===== src/design/lzd_pkg.sv =====
`timescale 1ns / 1ps
package lzd_pkg;

   localparam int WINDOW_SIZE      = 32768;
   localparam int MIN_MATCH        = 3;
   localparam int BYTES_PER_RESULT = 8;
   localparam int WIN_BITS         = $clog2(WINDOW_SIZE);
   localparam int LEN_BITS         = 9;
   localparam int CNT_BITS         = 4;
   localparam int FIFO_DEPTH       = 2;
   localparam int FIFO_IDX_BITS    = $clog2(FIFO_DEPTH);

   // parser phases
   localparam logic [2:0] PH_CONTROL = 3'd0;
   localparam logic [2:0] PH_LITERAL = 3'd1;
   localparam logic [2:0] PH_DIST_LO = 3'd2;
   localparam logic [2:0] PH_DIST_HI = 3'd3;
   localparam logic [2:0] PH_LENGTH  = 3'd4;
   localparam logic [2:0] PH_DONE    = 3'd5;

   // status codes
   localparam logic [2:0] ST_OK        = 3'd0;
   localparam logic [2:0] ST_TRUNCATED = 3'd1;
   localparam logic [2:0] ST_PADDING   = 3'd2;
   localparam logic [2:0] ST_ZERO_DIST = 3'd3;
   localparam logic [2:0] ST_WINDOW    = 3'd4;
   localparam logic [2:0] ST_PRODUCED  = 3'd5;
   localparam logic [2:0] ST_OVERRUN   = 3'd6;
   localparam logic [2:0] ST_TRAILING  = 3'd7;

   // command kinds
   localparam logic [1:0] CMD_NONE = 2'd0;
   localparam logic [1:0] CMD_LIT  = 2'd1;
   localparam logic [1:0] CMD_COPY = 2'd2;

   typedef struct packed {
      logic [1:0]          kind;
      logic [7:0]          lit;
      logic [WIN_BITS-1:0] offset;
      logic [LEN_BITS-1:0] len;
      logic [WIN_BITS-1:0] base;
      logic [2:0]          status;
      logic                done;
      logic [31:0]         produced;
   } cmd_type;

endpackage


===== src/design/lzd_cmd_fifo.sv =====
`timescale 1ns / 1ps
module lzd_cmd_fifo import lzd_pkg::*; (
   input  logic    clock,
   input  logic    reset,
   input  logic    push,
   input  cmd_type push_data,
   output logic    not_full,
   input  logic    pop,
   output logic    not_empty,
   output cmd_type pop_data
);

   cmd_type entry_ff [FIFO_DEPTH];
   logic [FIFO_IDX_BITS-1:0] wr_ff, wr_in, rd_ff, rd_in;
   logic [FIFO_IDX_BITS:0]   fill_ff, fill_in;

   assign not_full  = fill_ff != (FIFO_IDX_BITS+1)'(FIFO_DEPTH);
   assign not_empty = fill_ff != '0;
   assign pop_data  = entry_ff[rd_ff];

   always_comb begin
      wr_in   = push ? wr_ff + 1'b1 : wr_ff;
      rd_in   = pop ? rd_ff + 1'b1 : rd_ff;
      fill_in = fill_ff + (FIFO_IDX_BITS+1)'(push) - (FIFO_IDX_BITS+1)'(pop);
   end

   always_ff @(posedge clock) begin
      if (reset) begin
         wr_ff   <= '0;
         rd_ff   <= '0;
         fill_ff <= '0;
      end else begin
         wr_ff   <= wr_in;
         rd_ff   <= rd_in;
         fill_ff <= fill_in;
      end
   end

   always_ff @(posedge clock) begin
      if (push) begin
         entry_ff[wr_ff] <= push_data;
      end
   end

endmodule


===== config.mk =====
export PLATFORM = sky130hd
export DESIGN_NAME = lzd_cmd_fifo
export DESIGN_NICKNAME = d
export VERILOG_FILES = /design/src/design/lzd_pkg.sv /design/src/design/lzd_cmd_fifo.sv
export SDC_FILE = /design/constraint.sdc
export NUM_CORES = 1
export LEC_CHECK = 0
export ABC_AREA = 1
export BUFFER_PORTS_ARGS = -buffer_cell sky130_fd_sc_hd__buf_2
export CAP_MARGIN = 10
export CORE_ASPECT_RATIO = 2
export CORE_MARGIN = 5
export CORE_UTILIZATION = 40
export DETAILED_ROUTE_END_ITERATION = 8
export GPL_TIMING_DRIVEN = 0
export SYNTH_ARGS = -nofsm -noshare
export SYNTH_HDL_FRONTEND = slang
export SYNTH_SLANG_ARGS = --single-unit
export TNS_END_PERCENT = 10

===== constraint.sdc =====
create_clock -name clock -period 8.8 [get_ports clock]
set_input_delay 0.44 -clock clock [delete_from_list [all_inputs] [get_ports clock]]
set_output_delay 0.44 -clock clock [all_outputs]
set_load 0.05 [all_outputs]

## Word level (Yosys, flattened, before mapping)

Memory sizes are Yosys's and may differ from the RTL's. A register that Yosys moved wholly into a read port is not among the register bits.
Index checks and enable logic that the tools add are counted.

| word-level totals | value |
|---|---|
| register bits after elaboration | 4 |
| latch bits | 0 |
| bits in writable memories | 170 |
| memory bits (read-only) | 0 |
| input bits | 89 |
| output and inout bits | 87 |
| memories | 1 |

Memories:

| name | depth | bits a word | rd ports | clocked after Yosys merged registers in | wr ports | line | source |
|---|---|---|---|---|---|---|---|
| entry_ff | 2 | 85 | 1 | 1 | 1 | lzd_cmd_fifo.sv:13 | `cmd_type entry_ff [FIFO_DEPTH];` |

| cells by class | value |
|---|---|
| add/sub/neg operators | 4 |
| multiply operators | 0 |
| div/mod/pow operators | 0 |
| order comparisons | 0 |
| equality and inequality tests | 1 |
| shifts and indexed selects | 0 |
| multiplexer cells | 4 |
| bitwise gates (word level) | 0 |
| reduce and logical (&&, ||, !) cells | 1 |

Operators by type and width:

| kind | number |
|---|---|
| 1-bit 2-to-1 mux | 4 |
| 1-bit adder (second input constant) | 2 |
| 2-bit by 1-bit adder with 2-bit output | 1 |
| 2-bit inequality test (second input constant) | 1 |
| 2-bit nonzero test | 1 |
| 2-bit by 1-bit subtractor with 2-bit output | 1 |

## Logic depth before layout (Yosys ltp)

| depth | value |
|---|---|
| depth in word-level cells | 3 |
| gate-level depth with buffers | 9 |
| depth with buffers taken out | 9 |

## Worst setup path before layout

OpenSTA, ideal clock, no wires.

| path | value |
|---|---|
| kind | input to register |
| from | input port push |
| to | memory entry_ff[0][0] (netlist name) (enable) |
| arrival time | 4.040 ns |
| required time | 8.269 ns |
| slack | 4.229 ns |
| stages on the path | 2 |
| buffers on the path | 0 |
| path through | inv_1 -> nor2_1 |

| between the ends | value |
|---|---|
| longest elaborated chain between the ends | 2 |

Ends and longest elaborated chain:

| element | line | source |
|---|---|---|
| from (decl) | lzd_cmd_fifo.sv:5 | `input logic push,` |
| 1-bit 2-to-1 mux | lzd_cmd_fifo.sv:40 | `if (push) begin` |
| 1-bit 2-to-1 mux (implied by the code) | lzd_cmd_fifo.sv:41 | `entry_ff[wr_ff] <= push_data;` |
| to (decl) | lzd_cmd_fifo.sv:13 |  |

Every way passes these cells.

==> qor.yml <==
power_uw: 1990
path_cells: "buf_4, buf_6, mux2_1, buf_2"
critPathKind: "register to output pin"
synth.top_cell.area_share_pct: 80.2
setup_violations: 0
yosysSeqAreaShare_pct: 81.8
slew_headroom_pct: 46.4
clock_sinks: 175
area_growth_pct: 27.5
clock_latency_ns: 0.41
hp-class: "primary input to register"
fmax_mhz: 451
slew_violations: 0
synth.cell_area_sq_um: 6360
multi_input_area_sq_um: 1060
grt-ovfl-total: 0
rsz0062_at_grt: "no"
post-route-period-util_pct: 25.2
status: "completed"
slowest_stage: "dfxtp_1"
syn-num-nets: 386
crit_fanout: 10
crit_path_end_kind: "output pin"
grt_pass1_wl_um: 19500
portBuffers: 175
ys_ff_latch: 175
r2r-start: "wr_ff"
grt.total_usage_pct: 13.9
hold_slack_ns: 0.213
post_cts_buffers: 0
synth_warnings: 0
antenna_found_initial: 2
cp_data_required_time_ns: 8.36
holdPathEnd: "entry_ff[1][5]"
core_sq_um: 15700
rrSetupSlack_ns: 6.93
synth_xor_area_share_pct: 0.138
critical_path.top_delay_family: "buffers and inverters"
place.gp.congestion: 0.723
first_global_vias: 3793
drv_cap: 0
io_pins: 176
grt_max_degree: 63
arrival_ns: 1.78
cts_root_buf: "clkbuf_16"
peakVddDrop_mv: 0.142
first_pass_iters: 4
die_h_um: 188
yosys.area_share.simple_pct: 0.865
placed_cells: 674
hold_depth: 1
wl_per_cell_um: 17.9
critPathMaxStageDelay_ns: 0.36
vias: 3281
ys_types: 15
synth_top_area_cell: "edfxtp_1"
cts_resized: 0
htree_levels: 4
synth_area_leaders: "edfxtp_1 (80%), mux2_1 (8.8%), mux2_2 (6.2%)"
layout.cells.non_filler: 706
layout_commonest_cell: "buf_2"
synth_compound_area_share_pct: 0.0786
p_leak_uw: 0.00309
worstMarginPinSlew_ns: 0.803
post-route-min-period_ns: 2.22
crit_buf_inv: 3
hp-start: "push_data[5]"
cts_made_buffers: 17
cts_tree: "done"
finalSetupTns_ns: 0
viasPerCell: 4.65
syn_area_per_cell_sq_um: 21.6
dpl.hpwl_um: 9030
detail-route-antenna-nets: 0
ff_latch_area_sq_um: 5200
initialDrtViolationCount: 120
synthCells: 295
layout_common_cells: "buf_2 (178), edfxtp_1 (170), mux2_1 (50)"
die_w_um: 99.2
start_util_pct: 40.6
worstRegToRegCells: 3
nFillCells: 1365
cts_buffer_depth: 2
fin_nets: 583
dieArea_sq_um: 18700
synth_top_family_by_area: "multiplexers"
r2r_end: "entry_ff[0][43]"
startpoint_type: "register"
diodes: 0
fin_util_pct: 51.7
hold_viol: 0
fp-row-count: 65
drt_wl_total_um: 12600
synth.area.mux_share_pct: 15.0
yosys.area_share.adder_pct: 0.393
drc: 0
drive_above_1_share_pct: 50.3
clock_skew_ns: 0.00684
clk_pin_slew_worst_paths_ns: 0.07
p_per_area_nw_per_um2: 245
cts_hold_buf: 0
worst reg2reg max path: stages, from the launching register on:
cell	delay (ns)
dfxtp_1	0.34
nor2_4	0.64
buf_12	0.30
buf_12	0.26
per-layer routing:
layer / vias up / GRT usage, % / routed length, um
met4: 4 / 6.68 / 329
li1: 1549 / - / -
met5: - / 0 / 14
met2: 100 / 27.0 / 7430
met3: 21 / 4.15 / 699
met1: 1607 / 12.6 / 4150
how the worst max path moves through the flow:
stage | from | end | cells past startpoint
after floorplan | push | entry_ff[0][0] | 2
after global placement | push | entry_ff[0][24] | 3
after detailed placement | push | entry_ff[0][24] | 5
after CTS | register | pop_data[33] | 4
after global routing | register | pop_data[45] | 4
final | register | pop_data[33] | 4
report_power, final:
part	leakage [uW]	switching, uW	internal [uW]
clock network	0.000268	303	389
registers	0.00164	9.34	964
logic	0.00118	233	88.6
total	0.00309	545	1440
logic make-up (layout without fill, tap and decap cells):
kind of cell / Yosys count / in the layout
AND/OR/NAND/NOR: 14 / 14
flip-flops: 175 / 175
multiplexers: 85 / 85
AO/OA/AOI/OAI: 1 / 1
buffers and inverters: 17 / 227
adder cells (fa/ha/maj): 2 / 2
XOR/XNOR: 1 / 1
cells in the mapped netlist:
cell,count
a21oi_1,1
buf_2,3
buf_4,1
buf_6,5
dfxtp_1,5
edfxtp_1,170
ha_1,2
inv_1,8
mux2_1,50
mux2_2,35
nand2_1,6
nand3_1,1
nor2_1,6
nor3_1,1
xnor2_1,1
cell type report:
class / count / share of cell area (%)
Multi-Input combinational cell: 103 / 13.0
Clock buffer: 18 / 5.29
Timing Repair Buffer: 178 / 11.6
Buffer: 9 / 0.971
Tap cell: 201 / 3.10
Sequential cell: 175 / 64.1
Inverter: 8 / 0.401
Clock inverter: 14 / 1.45
state kept, by name (all words and copies together) (netlist names), named ones only:
| signal | count |
|---|---|
| entry_ff | 170 |
| wr_ff | 1 |
| rd_ff | 1 |
| fill_ff | 2 |
per-stage QoR:
stage	cell area, sq um	setup slack (ns)
2_1_floorplan	6360	4.23
3_3_place_gp	7490	2.05
3_5_place_dp	7570	6.62
4_1_cts	8120	6.49
5_1_grt	8120	6.47
6_report	8120	6.58
No activity file was read; power rests on OpenSTA's default activity.
