[src/design/lzd_pkg.sv]
`timescale 1ns / 1ps
package lzd_pkg;

   localparam int WINDOW_SIZE      = 32768;
   localparam int MIN_MATCH        = 3;
   localparam int BYTES_PER_RESULT = 8;
   localparam int WIN_BITS         = $clog2(WINDOW_SIZE);
   localparam int LEN_BITS         = 9;
   localparam int CNT_BITS         = 4;
   localparam int FIFO_DEPTH       = 2;
   localparam int FIFO_IDX_BITS    = $clog2(FIFO_DEPTH);

   // parser phases
   localparam logic [2:0] PH_CONTROL = 3'd0;
   localparam logic [2:0] PH_LITERAL = 3'd1;
   localparam logic [2:0] PH_DIST_LO = 3'd2;
   localparam logic [2:0] PH_DIST_HI = 3'd3;
   localparam logic [2:0] PH_LENGTH  = 3'd4;
   localparam logic [2:0] PH_DONE    = 3'd5;

   // status codes
   localparam logic [2:0] ST_OK        = 3'd0;
   localparam logic [2:0] ST_TRUNCATED = 3'd1;
   localparam logic [2:0] ST_PADDING   = 3'd2;
   localparam logic [2:0] ST_ZERO_DIST = 3'd3;
   localparam logic [2:0] ST_WINDOW    = 3'd4;
   localparam logic [2:0] ST_PRODUCED  = 3'd5;
   localparam logic [2:0] ST_OVERRUN   = 3'd6;
   localparam logic [2:0] ST_TRAILING  = 3'd7;

   // command kinds
   localparam logic [1:0] CMD_NONE = 2'd0;
   localparam logic [1:0] CMD_LIT  = 2'd1;
   localparam logic [1:0] CMD_COPY = 2'd2;

   typedef struct packed {
      logic [1:0]          kind;
      logic [7:0]          lit;
      logic [WIN_BITS-1:0] offset;
      logic [LEN_BITS-1:0] len;
      logic [WIN_BITS-1:0] base;
      logic [2:0]          status;
      logic                done;
      logic [31:0]         produced;
   } cmd_type;

endpackage

[src/design/lzd_if.sv]
`timescale 1ns / 1ps
interface lzd_req_if;
   logic       valid;
   logic       ready;
   logic [7:0] token_byte;
   logic       first_byte;
   logic       final_byte;
   modport source (output valid, token_byte, first_byte, final_byte, input ready);
   modport sink (input valid, token_byte, first_byte, final_byte, output ready);
endinterface


interface lzd_csr_if;
   logic        valid;
   logic        ready;
   logic [31:0] wdata;
   modport source (output valid, wdata, input ready);
   modport sink (input valid, wdata, output ready);
endinterface

[src/design/lzd_parser.sv]
`timescale 1ns / 1ps
module lzd_parser import lzd_pkg::*; (
   input  logic        clock,
   input  logic        reset,
   lzd_req_if.sink     req_chan,
   lzd_csr_if.sink     csr_chan,
   output logic        cmd_valid,
   output cmd_type     cmd_data,
   input  logic        cmd_ready
);

   logic [31:0] expected_ff;
   logic [31:0] prod_ff, prod_in, prod_c;
   logic [2:0]  phase_ff, phase_in;
   logic [7:0]  ctrl_ff, ctrl_in;
   logic [2:0]  bi_ff, bi_in;
   logic [7:0]  dlo_ff, dlo_in;
   logic [7:0]  dhi_ff, dhi_in;
   logic [2:0]  err_ff, err_in;
   logic [15:0] match_dist;
   logic [LEN_BITS-1:0] len;
   logic        accept;
   logic        done;
   logic [1:0]  kind;

   assign csr_chan.ready = 1'b1;
   assign req_chan.ready = cmd_ready;
   assign accept         = req_chan.valid & cmd_ready;

   // hold expected size
   always_ff @(posedge clock) begin
      if (reset) begin
         expected_ff <= '0;
      end else if (csr_chan.valid) begin
         expected_ff <= csr_chan.wdata;
      end
   end

   // parse one byte
   always_comb begin
      phase_in   = phase_ff;
      ctrl_in    = ctrl_ff;
      bi_in      = bi_ff;
      dlo_in     = dlo_ff;
      dhi_in     = dhi_ff;
      err_in     = err_ff;
      prod_c     = prod_ff;
      kind       = CMD_NONE;
      done       = 1'b0;
      match_dist = '0;
      len        = '0;
      if (req_chan.first_byte) begin
         phase_in = PH_CONTROL;
         ctrl_in  = '0;
         bi_in    = 3'd7;
         dlo_in   = '0;
         dhi_in   = '0;
         err_in   = ST_OK;
         prod_c   = '0;
      end
      prod_in    = prod_c;
      match_dist = {dhi_in, dlo_in};
      len        = LEN_BITS'(req_chan.token_byte) + LEN_BITS'(MIN_MATCH);
      if (err_in == ST_OK) begin
         case (phase_in)
            PH_CONTROL: begin
               if (prod_c >= expected_ff) begin
                  err_in = ST_TRAILING;
               end else begin
                  ctrl_in  = req_chan.token_byte;
                  bi_in    = 3'd7;
                  phase_in = req_chan.token_byte[7] ? PH_LITERAL : PH_DIST_LO;
               end
            end
            PH_LITERAL: begin
               kind    = CMD_LIT;
               prod_in = prod_c + 32'd1;
            end
            PH_DIST_LO: begin
               dlo_in   = req_chan.token_byte;
               phase_in = PH_DIST_HI;
            end
            PH_DIST_HI: begin
               dhi_in   = req_chan.token_byte;
               phase_in = PH_LENGTH;
            end
            PH_LENGTH: begin
               if (match_dist == 16'd0) begin
                  err_in = ST_ZERO_DIST;
               end else if (17'(match_dist) > 17'(WINDOW_SIZE)) begin
                  err_in = ST_WINDOW;
               end else if (32'(match_dist) > prod_c) begin
                  err_in = ST_PRODUCED;
               end else if ({1'b0, prod_c} + 33'(len) > {1'b0, expected_ff}) begin
                  err_in = ST_OVERRUN;
               end else begin
                  kind    = CMD_COPY;
                  prod_in = prod_c + 32'(len);
               end
            end
            default: begin
               err_in = ST_TRAILING;
            end
         endcase
         // finish the token
         if (kind != CMD_NONE) begin
            if (prod_in >= expected_ff) begin
               if (bi_in != 3'd0 &&
                   (ctrl_in & ((8'd1 << bi_in) - 8'd1)) != 8'd0) begin
                  err_in = ST_PADDING;
               end else begin
                  phase_in = PH_DONE;
               end
            end else if (bi_in == 3'd0) begin
               bi_in    = 3'd7;
               phase_in = PH_CONTROL;
            end else begin
               bi_in    = bi_in - 3'd1;
               phase_in = ctrl_in[bi_in] ? PH_LITERAL : PH_DIST_LO;
            end
         end
      end
      if (req_chan.final_byte && err_in == ST_OK) begin
         if (phase_in == PH_DONE) begin
            done = 1'b1;
         end else begin
            err_in = ST_TRUNCATED;
         end
      end
   end

   always_ff @(posedge clock) begin
      if (reset) begin
         phase_ff <= PH_CONTROL;
         ctrl_ff  <= '0;
         bi_ff    <= 3'd7;
         dlo_ff   <= '0;
         dhi_ff   <= '0;
         err_ff   <= ST_OK;
         prod_ff  <= '0;
      end else if (accept) begin
         phase_ff <= phase_in;
         ctrl_ff  <= ctrl_in;
         bi_ff    <= bi_in;
         dlo_ff   <= dlo_in;
         dhi_ff   <= dhi_in;
         err_ff   <= err_in;
         prod_ff  <= prod_in;
      end
   end

   // push the command
   assign cmd_valid         = accept;
   assign cmd_data.kind     = kind;
   assign cmd_data.lit      = req_chan.token_byte;
   assign cmd_data.offset   = match_dist[WIN_BITS-1:0];
   assign cmd_data.len      = len;
   assign cmd_data.base     = prod_c[WIN_BITS-1:0];
   assign cmd_data.status   = err_in;
   assign cmd_data.done     = done;
   assign cmd_data.produced = prod_in;

endmodule

[src/flat_wrapper.sv]
// flat-port wrapper written by rule: the top's interface ports become plain ports
module lzd_parser_flat import lzd_pkg::*;
  (clock, reset, cmd_valid, cmd_data, cmd_ready, req_chan_valid, req_chan_token_byte, req_chan_first_byte, req_chan_final_byte, req_chan_ready, csr_chan_valid, csr_chan_wdata, csr_chan_ready);
  lzd_req_if req_chan_i ();
  lzd_csr_if csr_chan_i ();
  input  logic clock;
  input  logic reset;
  output logic cmd_valid;
  output cmd_type cmd_data;
  input  logic cmd_ready;
  input wire logic [$bits(req_chan_i.valid)-1:0] req_chan_valid;
  input wire logic [$bits(req_chan_i.token_byte)-1:0] req_chan_token_byte;
  input wire logic [$bits(req_chan_i.first_byte)-1:0] req_chan_first_byte;
  input wire logic [$bits(req_chan_i.final_byte)-1:0] req_chan_final_byte;
  output wire logic [$bits(req_chan_i.ready)-1:0] req_chan_ready;
  input wire logic [$bits(csr_chan_i.valid)-1:0] csr_chan_valid;
  input wire logic [$bits(csr_chan_i.wdata)-1:0] csr_chan_wdata;
  output wire logic [$bits(csr_chan_i.ready)-1:0] csr_chan_ready;
  assign req_chan_i.valid = req_chan_valid;
  assign req_chan_i.token_byte = req_chan_token_byte;
  assign req_chan_i.first_byte = req_chan_first_byte;
  assign req_chan_i.final_byte = req_chan_final_byte;
  assign req_chan_ready = req_chan_i.ready;
  assign csr_chan_i.valid = csr_chan_valid;
  assign csr_chan_i.wdata = csr_chan_wdata;
  assign csr_chan_ready = csr_chan_i.ready;
  lzd_parser u_core (.clock(clock), .reset(reset), .req_chan(req_chan_i), .csr_chan(csr_chan_i), .cmd_valid(cmd_valid), .cmd_data(cmd_data), .cmd_ready(cmd_ready));
endmodule
[config.mk]
export PLATFORM = sky130hd
export DESIGN_NAME = lzd_parser_flat
export DESIGN_NICKNAME = d
export VERILOG_FILES = /design/src/design/lzd_pkg.sv /design/src/design/lzd_if.sv /design/src/design/lzd_parser.sv /design/src/flat_wrapper.sv
export SDC_FILE = /design/constraint.sdc
export NUM_CORES = 1
export LEC_CHECK = 0
export BUFFER_PORTS_ARGS = -buffer_cell sky130_fd_sc_hd__buf_2
export CAP_MARGIN = 20
export CELL_PAD_IN_SITES_DETAIL_PLACEMENT = 1
export CELL_PAD_IN_SITES_GLOBAL_PLACEMENT = 1
export CORE_MARGIN = 5
export CORE_UTILIZATION = 48
export DETAILED_ROUTE_END_ITERATION = 8
export GPL_ROUTABILITY_DRIVEN = 0
export PLACE_DENSITY = 0.95
export SLEW_MARGIN = 20
export SYNTH_ARGS = -nofsm -noshare
export SYNTH_HDL_FRONTEND = slang
export SYNTH_SLANG_ARGS = --single-unit
[constraint.sdc]
create_clock -name clock -period 27.4 [get_ports clock]
set_input_delay 2.74 -clock clock [delete_from_list [all_inputs] [get_ports clock]]
set_output_delay 2.74 -clock clock [all_outputs]
set_load 0.01 [all_outputs]
# Word level (Yosys, flattened, before mapping)
# Cells that the tools add are included.
[totals]
elab_cells = 100
input_bits = 47
register_bits = 97
[op_classes]
reduce_logical = 11
order_cmp = 6
n_addsub = 6
shifts = 1
bitwise_logic = 2
muxes = 61
n_eq_ne = 5
[op_table]
columns = ["operator", "n"]
rows = [
  ["$mux W32", 7],
  ["$mux W8", 11],
  ["$mux W3", 27],
  ["$ge A32 B32 Y1", 2],
  ["$pmux W32 S2", 1],
  ["$add A32 B9 Y33", 1],
  ["$gt A33 B32 Y1", 1],
  ["$add A32 B1 Y32 const B", 1],
  ["$add A32 B9 Y32", 1],
  ["$gt A16 B32 Y1", 1],
  ["$pmux W3 S3", 2],
  ["$gt A16 B16 Y1 const B", 1],
  ["$logic_not A16 Y1", 1],
  ["$mux W2", 8],
  ["$logic_not A3 Y1", 4],
  ["$add A8 B2 Y9 const B", 1],
  ["$and A8 B8 Y8", 1],
  ["$reduce_bool A8 Y1", 1],
  ["$shl A1 B3 Y8 const A", 1],
  ["$sub A8 B1 Y8 const B", 1],
  ["$eq A3 B2 Y1 const B", 2],
  ["$eq A3 B3 Y1 const B", 2],
  ["$lt A3 B4 Y1 const B", 1],
  ["$pmux W2 S2", 1],
  ["9 further kinds", 12],
]

# Logic depth before layout (Yosys ltp)
[logic_depth]
word_depth = 17
ltp_mapped = 39
depth_no_buf = 35

# Worst setup path before layout
# No wires, ideal clock.
[synth_path]
kind = "input to output"
from = "in req_chan_first_byte"
to = "out cmd_data[32] in the netlist's numbering"
required_time_ns = 24.660
t_arrival_ns = 10.016
cell_stages = 37
path_buffers = 3
setup_slack_ns = 14.644
path_cell_list = "clkinv_1 clkbuf_1 clkbuf_1 nand2_1 inv_1 ha_1 fa_1 a21oi_1 o21ai_0 a21oi_4 o21ai_4 and2_1 nand2_1 nor2_1 xnor2_1 ha_1 a211o_1 a2111oi_2 nand3_1 o31ai_4 nand4_4 nor3b_2 nand2_1 xnor2_1 a221oi_1 inv_1 ha_1 a2111oi_0 o21ai_0 o21ai_0 a2111oi_0 a221oi_1 a21bo_2 or3_1 nand4_2 nor4_2 buf_4"
[synth_rtl]
columns = ["element", "line", "text"]
rows = [
  ["start, declared", "flat_wrapper.sv:13", "input wire logic [$bits(req_chan_i.first_byte)-1:0] req_chan_first_byte;"],
  ["end, declared", "flat_wrapper.sv:9", "output cmd_type cmd_data;"],
]

==> out/results.txt <==
max incr delay on CP = 960 ps
post-synthesis sequential element count = 97
main combinational cell family by area after synthesis = simple AND/OR/NAND/NOR gates
Area Overhead vs Synth = 9.85%
simple logic cell fraction of the synthesized area = 0.248
fill cell count = 2839
crit path to = cmd_data[32]
startpoint types = primary input
ys async rst share = 0
R2R setup slack = 17070 ps
Mean Syn Cell Area = 7.55 sq um
Congestion Overflow GR = 0
DRC = 0
pwr dens = 37.8 nW/um^2
CP endpoint kind = output port
initial core utilization = 0.489
height of the chip = 159 um
status = finished clean
CTS tree = built
Most used DFF post-synth = dfxtp_1
gr usage total = 0.347
Distinct cells, synth = 100
nets@finish = 1660
IO buf count = 133
pre-CTS WS = 12350 ps
vias per cell = 6.95
hold_buf cts = 0
maximum root-to-sink buffer count = 2
routed wire length = 46.7 mm
Worst-Skew Late Latency = 380 ps
Setup WS post-layout = 11230 ps
ANT cells = 0
largest net degree at the start of global routing = 85
CP max FO = 65
Mapped Area = 10700 sq um
minimum clock period = 16170 ps
Fin Setup TNS = 0 ps
placed instance area = 11400 sq um
post-synthesis xor/xnor area fraction = 0.0571
Die Wd = 159 um
Seq/Total Area, Yosys = 0.182
Max Fclk = 61.8 MHz
Max Slew Vio Count = 0
Util after Layout = 0.537
beginning of the critical path = req_chan_first_byte
peak supply drop = 28.9 uV
Post-DRT Antenna Nets = 0
syn nets = 1594
H-tree depth = 3
Row Count = 54
Post-Route Skew = 15.7 ps
CTS sink cnt = 97
RR Endpoint = u_core.bi_ff[0]$_SDFFE_PP1P_
vias in the first global route = 12800
Data arrival, critical path = 13430 ps
Vias = 12300
Slowest cell on crit path = a221oi_1
YS warnings = 0
Hold WS = 482 ps
Worst Path Required = 24660 ps
DRT Pass-1 Iters = 5
IO Count = 135
Mapped Cells = 1416
Leak = 5.36 nW
Avg WL per Cell = 26.4 um
core box area = 21900 sq um
Max-Cap Viols = 0
drt first-iter violations = 1496
total power = 0.444 mW
CTS root buffer = clkbuf_16
headroom to the max-slew limit = 0.226
post-CTS sizing = 0
postcts setup bufs = 0
critical path class = in -> out
cell count after placement = 1750
cells on worst reg2reg path = 33
first-pass GRT wire length = 71.7 mm
antenna violations before repair = 0
Setup violations, final = 0
RSZ-0062 raised after global routing = false
design area = 11800 sq um
post-synthesis mux area share = 0.0708
Post-synth EDFFs = 0
layout cell share with drive strength beyond 1 = 0.155
final hold vios = 0
clock-pin transition on the worst setup and hold timing paths = 70 ps
die area = 25400 sq um
HP Class = reg -> reg
detailed placer's ending HPWL = 33.6 mm
worst slew pin tran = 1160 ps
final worst path period share = 0.590
adder-cell share of the synthesized area = 0.155
Synth Area in Compound Gates = 0.217
CTS buffer count = 9
RR Startpoint = u_core.prod_ff[1]$_SDFFE_PP0P_
Layout Cells excl Fill = 1767
## sequential cells by signal (all words and copies together), names as in the netlist
name,count
u_core.expected_ff,32
u_core.prod_ff,32
u_core.ctrl_ff,8
u_core.dhi_ff,8
u_core.dlo_ff,8
u_core.bi_ff,3
u_core.err_ff,3
u_core.phase_ff,3
## cell usage after synthesis (4+ instances only)
cell type,n,area share
o31ai_1,6,0.0042
nand2b_1,10,0.0058
nand4_1,34,0.020
nor3b_1,4,0.0028
o221ai_1,5,0.0041
a211oi_1,17,0.012
a21oi_1,75,0.035
a22oi_1,38,0.027
a21o_1,13,0.0091
or2_2,5,0.0029
o21a_1,8,0.0056
o21ai_1,7,0.0033
nor4b_1,4,0.0033
clkbuf_1,59,0.021
nand2_1,122,0.043
buf_2,10,0.0047
o22ai_1,6,0.0035
o21ai_0,72,0.034
a221o_1,4,0.0037
o211ai_1,14,0.0098
nand3_1,32,0.015
xor2_1,19,0.016
a221oi_1,5,0.0041
mux2_2,21,0.022
buf_1,9,0.0032
and4_1,8,0.0066
dfxtp_1,97,0.18
a2111oi_0,5,0.0041
buf_4,13,0.0091
nor4_1,12,0.0070
clkinv_1,5,0.0018
or3_1,9,0.0053
nor2b_1,41,0.024
inv_1,77,0.027
xnor2_1,48,0.039
nor3_1,35,0.016
mux2i_1,52,0.049
and3_1,17,0.0099
a31oi_1,9,0.0053
o31a_1,4,0.0033
ha_1,130,0.15
nor2_1,171,0.060
and2_1,5,0.0029
## layer usage
layer / vias to the layer above / GRT usage / wire (um)
met4: 0 / 0.223 / 3300
met5: - / 0 / 0
li1: 5217 / - / -
met3: 279 / 0.0979 / 5220
met2: 898 / 0.566 / 21100
met1: 5895 / 0.397 / 17100
## report_power, final
part           total, mW  switching [mW]  leakage [nW]  internal, mW
Clock              0.156          0.0665         0.170        0.0897
Sequential         0.154         0.00675         0.793         0.147
Combinational      0.134          0.0880          4.40        0.0460
Total              0.444           0.161          5.36         0.283
## kinds of logic after synthesis
logic type,Yosys count
and+or+nand+nor,530
muxes,73
buffers and inverters,178
adders and majority gates,132
xor gates and xnor gates,68
other,1
DFF,97
AOI/OAI and AO/OA,337
## critical path, delay by kind of cell
kind                     cells  cell delay, ps
AO/OA/AOI/OAI               14            5210
AND/OR/NAND/NOR             12            2780
XOR/XNOR                     2             340
buffers and inverters        7            1470
adder cells (fa/ha/maj)      3             830
## cell type report
class | count | area (sq um) | share of cell area
inverter | 84 | 315 | 0.0268
multi-input combinational | 1141 | 8020 | 0.682
sequential | 97 | 1940 | 0.165
timing repair buffer | 149 | 783 | 0.0667
tap | 280 | 350 | 0.0298
clock buffer | 9 | 225 | 0.0192
clock inverter | 7 | 118 | 0.0100
## how the worst min path moves through the flow
stage / from / endpoint / slack (ps) / depth (start not counted)
finish: u_core.prod_ff[8]$_SDFFE_PP0P_ / u_core.prod_ff[8]$_SDFFE_PP0P_ / 480 / 2
global route: u_core.prod_ff[8]$_SDFFE_PP0P_ / u_core.prod_ff[8]$_SDFFE_PP0P_ / 510 / 2
CTS: u_core.prod_ff[8]$_SDFFE_PP0P_ / u_core.prod_ff[8]$_SDFFE_PP0P_ / 480 / 2
detailed placement: u_core.prod_ff[8]$_SDFFE_PP0P_ / u_core.prod_ff[8]$_SDFFE_PP0P_ / 470 / 2
global placement: u_core.prod_ff[1]$_SDFFE_PP0P_ / u_core.prod_ff[1]$_SDFFE_PP0P_ / 440 / 2
floorplan: u_core.prod_ff[1]$_SDFFE_PP0P_ / u_core.prod_ff[1]$_SDFFE_PP0P_ / 430 / 2
## layout by cell type (no fill, tap or decap), types with 10 or more instances in the layout
cell type	count
a211oi_1	17
a21o_1	13
a21oi_1	75
a22oi_1	38
and3_1	17
buf_2	134
buf_4	15
dfxtp_1	97
ha_1	130
inv_1	77
mux2_2	21
mux2i_1	52
nand2_1	122
nand2b_1	10
nand3_1	32
nand4_1	34
nor2_1	170
nor2b_1	41
nor3_1	34
nor4_1	12
o211ai_1	14
o21ai_0	72
xnor2_1	48
xor2_1	19
(Power assumes the default switching activity.)
